### src/hdl/assert_macros.svh
// Assertion macros shared by the integer-to-text RTL.
// Depends on clk_i and rst_ni being visible in the including module.
`ifndef ASSERT_MACROS_SVH
`define ASSERT_MACROS_SVH

// Plain property under the block clock, off during reset.
`define ITR_ASSERT(lbl, prop) \
  lbl: assert property (@(posedge clk_i) disable iff (!rst_ni) (prop)) \
    else $error("itr assertion failed");

// Antecedent implies consequent in the next cycle.
`define ITR_ASSERT_NEXT(lbl, ante, cons) \
  lbl: assert property (@(posedge clk_i) disable iff (!rst_ni) (ante) |=> (cons)) \
    else $error("itr assertion failed");

`endif

### src/hdl/itr_pkg.sv
// Package for the integer-to-text radix converter: widths, state codes,
// divider status struct and the digit-to-ASCII function. No dependencies.
`timescale 1ns / 1ps

package itr_pkg;

  localparam int ValueWidth = 64;
  localparam int BaseWidth  = 6;
  localparam int StepCntW   = $clog2(ValueWidth);
  localparam int DigitDepth = ValueWidth;            // base 2 worst case
  localparam int DigitIdxW  = $clog2(DigitDepth);
  localparam int DigitCntW  = DigitIdxW + 1;

  localparam logic [BaseWidth-1:0] BaseMin = BaseWidth'(2);
  localparam logic [BaseWidth-1:0] BaseMax = BaseWidth'(36);
  localparam logic [BaseWidth-1:0] BaseTen = BaseWidth'(10);

  localparam logic [7:0] CharZero  = 8'h30;  // '0'
  localparam logic [7:0] CharA     = 8'h61;  // 'a'
  localparam logic [7:0] CharMinus = 8'h2d;  // '-'
  localparam logic [7:0] CharNul   = 8'h00;

  typedef enum logic [2:0] {
    ST_IDLE,
    ST_ERR,
    ST_WAIT,
    ST_MINUS,
    ST_READ,
    ST_EMIT
  } itr_state_e;

  typedef struct packed {
    logic busy;
    logic done;
  } div_status_t;

  function automatic logic [7:0] digit_char(input logic [BaseWidth-1:0] d);
    logic [7:0] d8;
    d8 = {{(8-BaseWidth){1'b0}}, d};
    if (d < BaseTen) digit_char = CharZero + d8;
    else digit_char = CharA + (d8 - 8'd10);
  endfunction

endpackage

### src/hdl/itr_div.sv
// Bit-serial restoring divider: value by a small base, one quotient bit a cycle.
// Depends on itr_pkg.
`timescale 1ns / 1ps

module itr_div import itr_pkg::*; (
  input  logic                  clk_i,
  input  logic                  rst_ni,
  input  logic                  start_i,
  input  logic [ValueWidth-1:0] dividend_i,
  input  logic [BaseWidth-1:0]  base_i,
  output logic [ValueWidth-1:0] quotient_o,
  output logic [BaseWidth-1:0]  remainder_o,
  output div_status_t           status_o
);

  logic [ValueWidth-1:0] acc_q, acc_d;
  logic [BaseWidth-1:0]  rem_q, rem_d;
  logic [StepCntW-1:0]   cnt_q, cnt_d;
  logic                  busy_q, busy_d;
  logic                  done_q, done_d;
  logic [BaseWidth:0]    trial;
  logic [BaseWidth:0]    diff;
  logic                  qbit;

  // remainder stays below base, so the trial fits one extra bit
  assign trial = {rem_q, acc_q[ValueWidth-1]};
  assign diff  = trial - {1'b0, base_i};
  assign qbit  = (trial >= {1'b0, base_i});

  always_comb begin
    acc_d  = acc_q;
    rem_d  = rem_q;
    cnt_d  = cnt_q;
    busy_d = busy_q;
    done_d = 1'b0;
    if (start_i) begin
      acc_d  = dividend_i;
      rem_d  = '0;
      cnt_d  = '0;
      busy_d = 1'b1;
    end else if (busy_q) begin
      acc_d = {acc_q[ValueWidth-2:0], qbit};
      rem_d = qbit ? diff[BaseWidth-1:0] : trial[BaseWidth-1:0];
      cnt_d = cnt_q + StepCntW'(1);
      if (cnt_q == StepCntW'(ValueWidth - 1)) begin
        busy_d = 1'b0;
        done_d = 1'b1;
      end
    end
  end

  always_ff @(posedge clk_i or negedge rst_ni) begin
    if (!rst_ni) begin
      cnt_q  <= '0;
      busy_q <= 1'b0;
      done_q <= 1'b0;
    end else begin
      cnt_q  <= cnt_d;
      busy_q <= busy_d;
      done_q <= done_d;
    end
  end

  always_ff @(posedge clk_i) begin
    acc_q <= acc_d;
    rem_q <= rem_d;
  end

  assign quotient_o    = acc_q;
  assign remainder_o   = rem_q;
  assign status_o.busy = busy_q;
  assign status_o.done = done_q;

endmodule

### src/hdl/integer_to_text_radix_top.sv
// Top level of the integer-to-text radix converter: sequencer, digit store
// and output register. Depends on itr_pkg, itr_div and assert_macros.svh.
//
//  channel  | dir | tdata (low bit up)          | tuser       | tlast
//  s_axis   | in  | value[63:0], base[69:64]    | kind        | -
//  m_axis   | out | character[7:0]              | error       | last
//
// Each digit costs one pass of the bit-serial divider plus a handoff; a minus
// sign adds the ST_MINUS state to the word, and a bad base goes straight to a
// single error character. Each digit leaves by way of ST_READ (registered digit
// store read) and then ST_EMIT.
// s_axis_tready_o is high only while the sequencer is idle; the output
// register holds its word until m_axis_tready_i, and the sequencer waits.
// Reset clears control state only; the digit store is written before read.
`timescale 1ns / 1ps
`include "assert_macros.svh"

module integer_to_text_radix_top import itr_pkg::*; (
  input  logic        clk_i,
  input  logic        rst_ni,
  input  logic        s_axis_tvalid_i,
  output logic        s_axis_tready_o,
  input  logic [71:0] s_axis_tdata_i,   // value[63:0], base[69:64], zero pad
  input  logic [0:0]  s_axis_tuser_i,   // kind
  output logic        m_axis_tvalid_o,
  input  logic        m_axis_tready_i,
  output logic [7:0]  m_axis_tdata_o,   // character[7:0]
  output logic [0:0]  m_axis_tuser_o,   // error
  output logic        m_axis_tlast_o
);

  itr_state_e state_q, state_d;

  // input unpack
  logic                  in_kind;
  logic [ValueWidth-1:0] in_value;
  logic [BaseWidth-1:0]  in_base;
  logic                  in_accept;
  logic                  in_base_ok;
  logic                  in_minus;
  logic [ValueWidth-1:0] in_mag;

  assign in_kind    = s_axis_tuser_i[0];
  assign in_value   = s_axis_tdata_i[ValueWidth-1:0];
  assign in_base    = s_axis_tdata_i[ValueWidth +: BaseWidth];
  assign in_accept  = s_axis_tvalid_i && s_axis_tready_o;
  assign in_base_ok = in_base inside {[BaseMin:BaseMax]};
  assign in_minus   = in_kind && (in_base == BaseTen) && in_value[ValueWidth-1];
  assign in_mag     = in_minus ? (~in_value + ValueWidth'(1)) : in_value;

  // held job state
  logic [BaseWidth-1:0]  base_q;
  logic                  minus_q;
  logic [DigitCntW-1:0]  cnt_q;
  logic [DigitIdxW-1:0]  ptr_q;
  logic [BaseWidth-1:0]  rd_q;

  // digit store, least significant digit first
  logic [BaseWidth-1:0]  mem [DigitDepth];

  // divider
  logic                  div_start;
  logic [ValueWidth-1:0] div_operand;
  logic [ValueWidth-1:0] div_quot;
  logic [BaseWidth-1:0]  div_rem;
  div_status_t           div_st;
  logic [BaseWidth-1:0]  div_base;

  // output register
  logic                  out_valid_q;
  logic [7:0]            out_char_q;
  logic                  out_last_q;
  logic                  out_err_q;
  logic                  out_free;

  // strobes
  logic                  job_load;
  logic                  mem_we;
  logic                  mem_re;
  logic                  out_load;
  logic [7:0]            out_char;
  logic                  out_last;
  logic                  out_err;
  logic                  ptr_dec;
  logic                  quot_zero;

  assign out_free  = !out_valid_q || m_axis_tready_i;
  assign quot_zero = (div_quot == '0);
  assign div_base  = job_load ? in_base : base_q;

  itr_div u_div (
    .clk_i       (clk_i),
    .rst_ni      (rst_ni),
    .start_i     (div_start),
    .dividend_i  (div_operand),
    .base_i      (div_base),
    .quotient_o  (div_quot),
    .remainder_o (div_rem),
    .status_o    (div_st)
  );

  // next state
  always_comb begin
    state_d = state_q;
    case (state_q)
      ST_IDLE: begin
        if (in_accept) state_d = in_base_ok ? ST_WAIT : ST_ERR;
      end
      ST_ERR: begin
        if (out_free) state_d = ST_IDLE;
      end
      ST_WAIT: begin
        if (div_st.done && quot_zero) state_d = minus_q ? ST_MINUS : ST_READ;
      end
      ST_MINUS: begin
        if (out_free) state_d = ST_READ;
      end
      ST_READ: begin
        state_d = ST_EMIT;
      end
      ST_EMIT: begin
        if (out_free) state_d = (ptr_q == '0) ? ST_IDLE : ST_READ;
      end
      default: state_d = ST_IDLE;
    endcase
  end

  // control outputs
  always_comb begin
    s_axis_tready_o = 1'b0;
    job_load        = 1'b0;
    div_start       = 1'b0;
    div_operand     = div_quot;
    mem_we          = 1'b0;
    mem_re          = 1'b0;
    out_load        = 1'b0;
    out_char        = CharNul;
    out_last        = 1'b0;
    out_err         = 1'b0;
    ptr_dec         = 1'b0;
    case (state_q)
      ST_IDLE: begin
        s_axis_tready_o = 1'b1;
        if (in_accept) begin
          job_load    = 1'b1;
          div_start   = in_base_ok;
          div_operand = in_mag;
        end
      end
      ST_ERR: begin
        out_load = out_free;
        out_char = CharNul;
        out_last = 1'b1;
        out_err  = 1'b1;
      end
      ST_WAIT: begin
        if (div_st.done) begin
          mem_we    = 1'b1;
          div_start = !quot_zero;   // next digit from the quotient
        end
      end
      ST_MINUS: begin
        out_load = out_free;
        out_char = CharMinus;
      end
      ST_READ: begin
        mem_re = 1'b1;
      end
      ST_EMIT: begin
        out_load = out_free;
        out_char = digit_char(rd_q);
        out_last = (ptr_q == '0);
        ptr_dec  = out_free;
      end
      default: ;
    endcase
  end

  always_ff @(posedge clk_i or negedge rst_ni) begin
    if (!rst_ni) begin
      state_q     <= ST_IDLE;
      cnt_q       <= '0;
      minus_q     <= 1'b0;
      out_valid_q <= 1'b0;
    end else begin
      state_q <= state_d;
      if (job_load && in_base_ok) begin
        cnt_q   <= '0;
        minus_q <= in_minus;
      end else if (mem_we) begin
        cnt_q <= cnt_q + DigitCntW'(1);
      end
      if (out_load) out_valid_q <= 1'b1;
      else if (m_axis_tready_i) out_valid_q <= 1'b0;
    end
  end

  // payload registers
  always_ff @(posedge clk_i) begin
    if (job_load) base_q <= in_base;
    // on the final digit the old count is the top index
    if (mem_we) ptr_q <= cnt_q[DigitIdxW-1:0];
    else if (ptr_dec) ptr_q <= ptr_q - DigitIdxW'(1);
    if (out_load) begin
      out_char_q <= out_char;
      out_last_q <= out_last;
      out_err_q  <= out_err;
    end
  end

  always_ff @(posedge clk_i) begin
    if (mem_we) mem[cnt_q[DigitIdxW-1:0]] <= div_rem;
    if (mem_re) rd_q <= mem[ptr_q];
  end

  assign m_axis_tvalid_o   = out_valid_q;
  assign m_axis_tdata_o    = out_char_q;
  assign m_axis_tuser_o[0] = out_err_q;
  assign m_axis_tlast_o    = out_last_q;

  `ITR_ASSERT(a_start_when_free, div_start |-> !div_st.busy)
  `ITR_ASSERT(a_cnt_in_range, cnt_q <= DigitCntW'(DigitDepth))
  `ITR_ASSERT(a_wait_has_div, (state_q == ST_WAIT) |-> (div_st.busy || div_st.done))
  `ITR_ASSERT_NEXT(a_last_to_idle, out_load && out_last, state_q == ST_IDLE)

endmodule
### config.mk
export PLATFORM = sky130hd
export DESIGN_NAME = integer_to_text_radix_top
export DESIGN_NICKNAME = d
export VERILOG_FILES = /design/src/hdl/itr_pkg.sv /design/src/hdl/itr_div.sv /design/src/hdl/integer_to_text_radix_top.sv
export VERILOG_INCLUDE_DIRS = /design/src /design/src/hdl
export SDC_FILE = /design/constraint.sdc
export NUM_CORES = 1
export LEC_CHECK = 0
export CORE_ASPECT_RATIO = 0.5
export CORE_MARGIN = 2
export CORE_UTILIZATION = 25
export CTS_BUF_LIST = sky130_fd_sc_hd__clkbuf_4
export DETAILED_ROUTE_END_ITERATION = 16
export DONT_BUFFER_PORTS = 1
export SETUP_SLACK_MARGIN = 0.1
export SLEW_MARGIN = 30
export SYNTH_ARGS = -nofsm -noshare
export SYNTH_HDL_FRONTEND = slang
export SYNTH_SLANG_ARGS = --single-unit
### constraint.sdc
create_clock -name clk_i -period 8.3 [get_ports clk_i]
set_clock_uncertainty 0.1 [all_clocks]
set_input_delay 0.415 -clock clk_i [delete_from_list [all_inputs] [get_ports clk_i]]
set_output_delay 0.415 -clock clk_i [all_outputs]
set_load 0.01 [all_outputs]
==> results.md, run 1 <==
* Gate power share at 0.190
* Syn_nets at 1587
* Final setup vio count at 0
* Tmin final at 3800 ps
* Largest net degree at the start of global routing at 109
* Die Area at 91100 sq um
* Core area at 88100 sq um
* Root Driver: clkbuf_4
* Most common cell after layout, fill and taps aside: edfxtp_1
* Dpl cells at 2625
* Final ANT Viol Nets at 0
* First-pass GRT wire length at 82.1 mm
* Resized Gates After CTS at 0
* Cell Area, Synth at 22100 sq um
* Final Max Slew Viols at 0
* Setup TNS at 0 ps
* Final period utilization at 0.458
* EDFF count, synth at 470
* R2R depth at 7
* Synthesized flop and latch total at 501
* Type of the tightest min-delay check: input pin to flip-flop
* Post-layout nets at 1774
* Row count at 77
* CP startpoint kind: flip-flop
* Hold Crit Depth at 5
* Worst vdd ir at 0.179 mV
* Worst slew margin at 0.353
* Port Buffers at 0
* Sw Pwr at 2000 uW
* Max Cap Violations at 0
* CTS Buffer Depth at 3
* Ys flop type: edfxtp_1
* DRC at 0
* Synth Instances at 1495
* Most frequent cells in the layout: edfxtp_1, clkbuf_4, nor2_1
* Synth cell types at 77
* Pwr per Cell Area at 261 nW/um^2
* Crit end category: flip-flop
* Syn-to-layout area delta at 18.5%
* Worst skew pair latency at 880 ps
* Clock transition at path regs at 60 ps
* Sw Share at 0.292
* Global Route Usage Sum at 0.115
* Vias post-DR at 13800
* Slew @ Worst Pin at 968 ps
* Num Clock Sinks at 501
* Async set-reset flop share out of synthesis at 0.0379
* Vias in the first global route at 14100
* Hold slack final at 71.6 ps
* Post-DP HPWL at 32.4 mm
* Congestion Overflow GR at 0
* Initial core utilization at 0.252
* Ratio of cells with drive above 1 in the final layout at 0.186
* LEAKAGE at 0.00859 uW
* Avg Synthesized Cell Area at 14.8 sq um
* Required @ worst endpoint at 8700 ps
* Status: finished clean
* Detailed Routing Iterations Pass 1 at 5
* IO Count at 89
* P_int at 4850 uW
* Crit-path max FO at 64
* Die height at 214 um
* Critical path class: flip-flop to flip-flop
* Data arrival, critical path at 4200 ps
* RePlAce Congestion at 0.832
* Total CTS buffers at 121
* Synth warnings at 0
* Utilization after layout at 0.298
* Mean routed wirelength per cell at 18.1 um
* Initial antenna violation count at 1
* Detailed Route Iter0 Violations at 1300
* Die W at 425 um
* H-Tree Depth at 3
* Clock power share at 0.292
* Post-synthesis sequential area ratio at 0.670
* TritonCTS clock tree: built
* Via density per instance at 4.67
* Reg power frac at 0.519
* Routed Wire Length at 53.6 mm
* Max Freq at 0.263 GHz
* Post-Layout Cell Count at 2959
* Final hold violation count at 0
* RSZ-0062 raised after global routing: no
-- what timing repair did --
action	in CTS	in global routing
setup buffers	0	0
hold buffers	118	1
endpoints found under the hold margin	103	19
-- synthesized netlist by cell type (19+ instances only) --
master / number / share of area
nand2_1: 98 / 0.017
mux2i_1: 53 / 0.024
a22oi_1: 24 / 0.0081
xnor2_1: 44 / 0.017
o22ai_1: 19 / 0.0054
inv_1: 26 / 0.0044
o221ai_1: 24 / 0.0095
a31oi_1: 23 / 0.0065
o21ai_0: 73 / 0.016
a21oi_1: 47 / 0.011
nand3_1: 22 / 0.0050
edfxtp_1: 470 / 0.64
clkbuf_1: 45 / 0.0076
mux4_2: 72 / 0.073
xor2_1: 40 / 0.016
nor4_1: 26 / 0.0073
dfrtp_1: 19 / 0.021
nor2_1: 140 / 0.024
nor3_1: 21 / 0.0047
-- final cells by class --
type | instances | area [sq um]
tap | 1185 | 1480
fill | 8840 | 61800
clock inverter | 32 | 175
timing repair buffer | 139 | 1380
antenna | 3 | 7.51
multi-input combinational | 893 | 6930
inverter | 26 | 97.6
clock buffer | 180 | 1350
sequential | 501 | 14800
-- power by group through the flow --
stage / logic [uW] / clock network (uW) / registers (uW)
global route: 1450 / 2170 / 3580
CTS: 1300 / 2050 / 3550
floorplan: 708 / 0 / 3690
global placement: 1170 / 0 / 3590
finish: 1300 / 2000 / 3550
detailed placement: 1210 / 0 / 3600
-- registers in the layout, indices dropped and copies added, names as in the netlist --
| name | cells |
|---|---|
| u_div.cnt_q | 6 |
| ptr_q | 6 |
| u_div.quotient_o | 64 |
| m_axis_tuser_o | 1 |
| minus_q | 1 |
| u_div.busy_q | 1 |
| m_axis_tvalid_o | 1 |
| u_div.done_q | 1 |
| m_axis_tlast_o | 1 |
| m_axis_tdata_o | 8 |
| u_div.remainder_o | 6 |
| base_q | 6 |
| rd_q | 6 |
| cnt_q | 6 |
| state_q | 3 |
| mem | 384 |
-- metrics by stage --
stage	worst slack [ps]	cell area [sq um]	power, uW
5_1_grt	4310	26300	7200
4_1_cts	4360	26200	6900
3_5_place_dp	4570	23500	4810
6_report	4500	26300	6840
3_3_place_gp	4600	23500	4760
2_1_floorplan	1470	22100	4400
-- routing by layer --
metal,up-vias,global-route usage,share of wire
met4,0,0.0411,0.022
met5,-,0,0
li1,6327,-,-
met2,424,0.192,0.49
met3,89,0.0243,0.058
met1,6982,0.148,0.43
-- kinds of logic (layout without fill, tap and decap cells) --
logic type | Yosys count | after routing | share of synthesized area
AOI/OAI and AO/OA | 263 | 263 | 0.0772
xor gates and xnor gates | 84 | 84 | 0.0332
adders and majority gates | 17 | 17 | 0.00972
buffers and inverters | 101 | 377 | 0.0189
DFF | 501 | 501 | 0.670
muxes | 129 | 129 | 0.0997
other | 0 | 3 | 0
and+or+nand+nor | 400 | 400 | 0.0917
-- path summary, 6_finish.rpt --
| check | start | endpoint | slack [ps] |
|---|---|---|---|
| setup / recovery | u_div.quotient_o[4] | u_div.quotient_o[51] | 4500 |
| setup reg to reg | u_div.quotient_o[4] | u_div.quotient_o[51] | 4500 |
| hold / removal | s_axis_tdata_i[46] | u_div.quotient_o[51] | 70 |
| max in group asynchronous | rst_ni | cnt_q[3] | 7320 |
| min in group asynchronous | rst_ni | cnt_q[4] | 440 |
| hold reg to reg | base_q[3] | base_q[3] | 420 |
-- worst max-delay path, cell delays in order, from the launching register on --
cell      delay [ps]
edfxtp_1         390
nor4_1           570
nand4_1          230
nor4_2           850
o21bai_2          80
buf_4            290
o21ai_4          180
buf_4            690
No activity file was read; power rests on OpenSTA's default activity.
==> run 2, diff against run 1 <==
- ABC_AREA: not set -> 1
- clock period: 8.3 -> 3.55 ns (I/O delays scaled with it)
==> results.md, run 2 <==
* Area contributors post-synth: edfxtp_1, nand2_1, nor2_1
* Port Buffers at 0
* H-Tree Depth at 3
* LEAKAGE at 0.0107 uW
* CP Cell Sequence: dlygate4sd3_1 -> nand4_1 -> nor2_1 -> nand2_2 -> inv_1 -> nand2_2 -> nand2_1 -> dlygate4sd3_1 -> o21ai_0 -> dlygate4sd3_1 -> nand2_1 -> dlygate4sd3_1 -> nand2_1
* Pre-CTS setup slack at 659 ps
* RR Startpoint: u_div.quotient_o[62]
* CP startpoint kind: input pin
* Met2 Wirelength at 32.7 mm
* Detailed Routing Iterations Pass 1 at 7
* Max Freq at 0.306 GHz
* Reg power frac at 0.494
* DRC at 0
* Worst vdd ir at 0.577 mV
* Ratio of cells with drive above 1 in the final layout at 0.115
* Final Max Slew Viols at 0
* Clock transition at path regs at 70 ps
* Clock power share at 0.285
* Congestion Overflow GR at 0
* Syn_nets at 2538
* Slowest stage delay, CP at 630 ps
* Worst skew pair latency at 930 ps
* Sw Share at 0.316
* Synth Area in Compound Gates at 0.0903
* Post-synth top cells: nand2_1, edfxtp_1, nor2_1
* CTS Buffer Depth at 3
* Crit-path max FO at 26
* Main combinational cell family by area after synthesis: simple AND/OR/NAND/NOR gates
* Post-synthesis simple-gate area fraction at 0.226
* Ys flop type: edfxtp_1
* Num Clock Sinks at 501
* P_int at 11500 uW
* Core area at 95300 sq um
* Metal1 wirelength at 28.0 mm
* Die height at 223 um
* Avg Synthesized Cell Area at 9.83 sq um
* Post-synth top area cell: edfxtp_1
* Tmin final at 3270 ps
* Post-synthesis mux area share at 0
* Die Area at 98900 sq um
* Worst slew margin at 0.380
* Via density per instance at 4.59
* Setup crit start: s_axis_tdata_i[67]
* Root Driver: clkbuf_4
* Total CTS buffers at 120
* Post-synth top area share at 0.587
* Global Route Usage Sum at 0.133
* Async set-reset flop share out of synthesis at 0.0379
* RSZ-0062 raised after global routing: no
* Vias in the first global route at 18200
* Crit end category: flip-flop
* Critical path class: input pin to flip-flop
* Synthesized flop and latch total at 501
* Final ANT Viol Nets at 0
* Die W at 443 um
* Largest net degree at the start of global routing at 110
* Top sig layer: met5
* Max Cap Violations at 0
* Post-synthesis sequential area ratio at 0.617
* Area share of fa/ha/maj cells after synthesis at 0.00811
* Resized Gates After CTS at 0
* Detailed Route Iter0 Violations at 1668
* Post-layout nets at 2779
* Min-delay src: s_axis_tdata_i[66]
* Gate power share at 0.221
* Initial antenna violation count at 20
* Sw Pwr at 5320 uW
* CP Buf/Inv Count at 5
* Most frequent cells in the layout: nand2_1, edfxtp_1, nor2_1
* Most common cell after layout, fill and taps aside: nand2_1
* Final setup vio count at 0
* Required @ worst endpoint at 4130 ps
* Delay-heaviest family, CP: buffers and inverters
* Slowest CP cell: dlygate4sd3_1
* Post-CTS Hold Buffers at 180
* Post-CTS setup buffer count at 0
* Routed Wire Length at 66.9 mm
* EDFF count, synth at 470
* Max reg flops at 384
* Synth cell types at 58
* Most numerous cell in the Yosys netlist: nand2_1
* RePlAce Congestion at 0.871
* Syn-to-layout area delta at 20.1%
* Internal reg-to-reg setup slack at 380 ps
* TritonCTS clock tree: built
* Status: finished clean
* Final period utilization at 0.922
* XOR/XNOR Fraction of Synth Area at 0.0146
* Worst path most repeated cell: dlygate4sd3_1
* Initial core utilization at 0.252
* Pwr per Cell Area at 582 nW/um^2
* Vias post-DR at 18700
* Setup TNS at 0 ps
* Hold slack final at 97.3 ps
* Met3 routed WL at 4.52 mm
* Row count at 80
* Synth Instances at 2446
* Final worst slack at 279 ps
* Cell Area, Synth at 24100 sq um
* First-pass GRT wire length at 104 mm
* Type of the tightest min-delay check: input pin to flip-flop
* Data arrival, critical path at 3850 ps
* Post-DP HPWL at 41.6 mm
* Synth warnings at 0
* IO Count at 89
* Slew @ Worst Pin at 922 ps
* Mean routed wirelength per cell at 16.4 um
* Final hold violation count at 0
[run 2: cell count changes after synthesis, moves of 27 or more]
cell      delta
mux2i_1     -53
xnor2_1     -38
mux4_2      -72
nor2_1     +192
a21boi_0    +27
nand2_1    +618
o22ai_1     +29
nand3_1     +97
inv_1       +94
o21ai_0    +100
[run 2: final timing paths]
kind	endpoint	cells past startpoint
setup reg to reg	u_div.quotient_o[31]	13
hold reg to reg	u_div.quotient_o[21]	2
max in group asynchronous	u_div.cnt_q[1]	3
min in group asynchronous	cnt_q[5]	3
setup / recovery	u_div.quotient_o[30]	13
hold / removal	base_q[2]	5
[run 2: layer usage]
layer	vias to the layer above	track usage
li1	8950	-
met1	8940	0.165
met2	640	0.229
met3	136	0.0293
met4	18	0.0443
met5	-	0
[run 2: cell families (layout without fill, tap and decap cells)]
family / after synthesis / in the layout
AO/OA/AOI/OAI: 381 / 381
XOR/XNOR: 40 / 40
adder cells (fa/ha/maj): 15 / 15
buffers and inverters: 233 / 575
flip-flops: 501 / 501
other: 0 / 13
AND/OR/NAND/NOR: 1276 / 1276
[run 2: worst min-delay path, cell delays in order]
cell and delay (ps):
dlygate4sd3_1 530, inv_1 70, nand2_1 60, o21ai_0 120, inv_1 70
[run 2: layout make-up]
cell class	count	area, sq um
Tap cell	1271	1590
Sequential cell	501	14800
Multi-Input combinational cell	1712	8170
Fill cell	9750	66400
Inverter	129	488
Clock buffer	179	1340
Clock inverter	44	221
Antenna cell	13	32.5
Timing Repair Buffer	223	2220
[run 2: power by group through the flow]
| stage | clock [uW] | sequential (uW) | combinational (uW) |
|---|---|---|---|
| 6_report | 4790 | 8300 | 3720 |
| 5_1_grt | 5210 | 8380 | 4160 |
| 4_1_cts | 4900 | 8290 | 3710 |
| 3_5_place_dp | 0 | 8420 | 3360 |
| 3_3_place_gp | 0 | 8390 | 3320 |
| 2_1_floorplan | 0 | 8640 | 2000 |
[run 2: metrics by stage]
stage               cell area [sq um]  power [uW]  utilization  std cells
detailed placement              25500       11800        0.267       3655
CTS                             28900       16900        0.303       4058
floorplan                       24100       10600            -       2446
finish                          28900       16800        0.303       4072
global route                    28900       17700        0.303       4070
global placement                25500       11700        0.267       3654
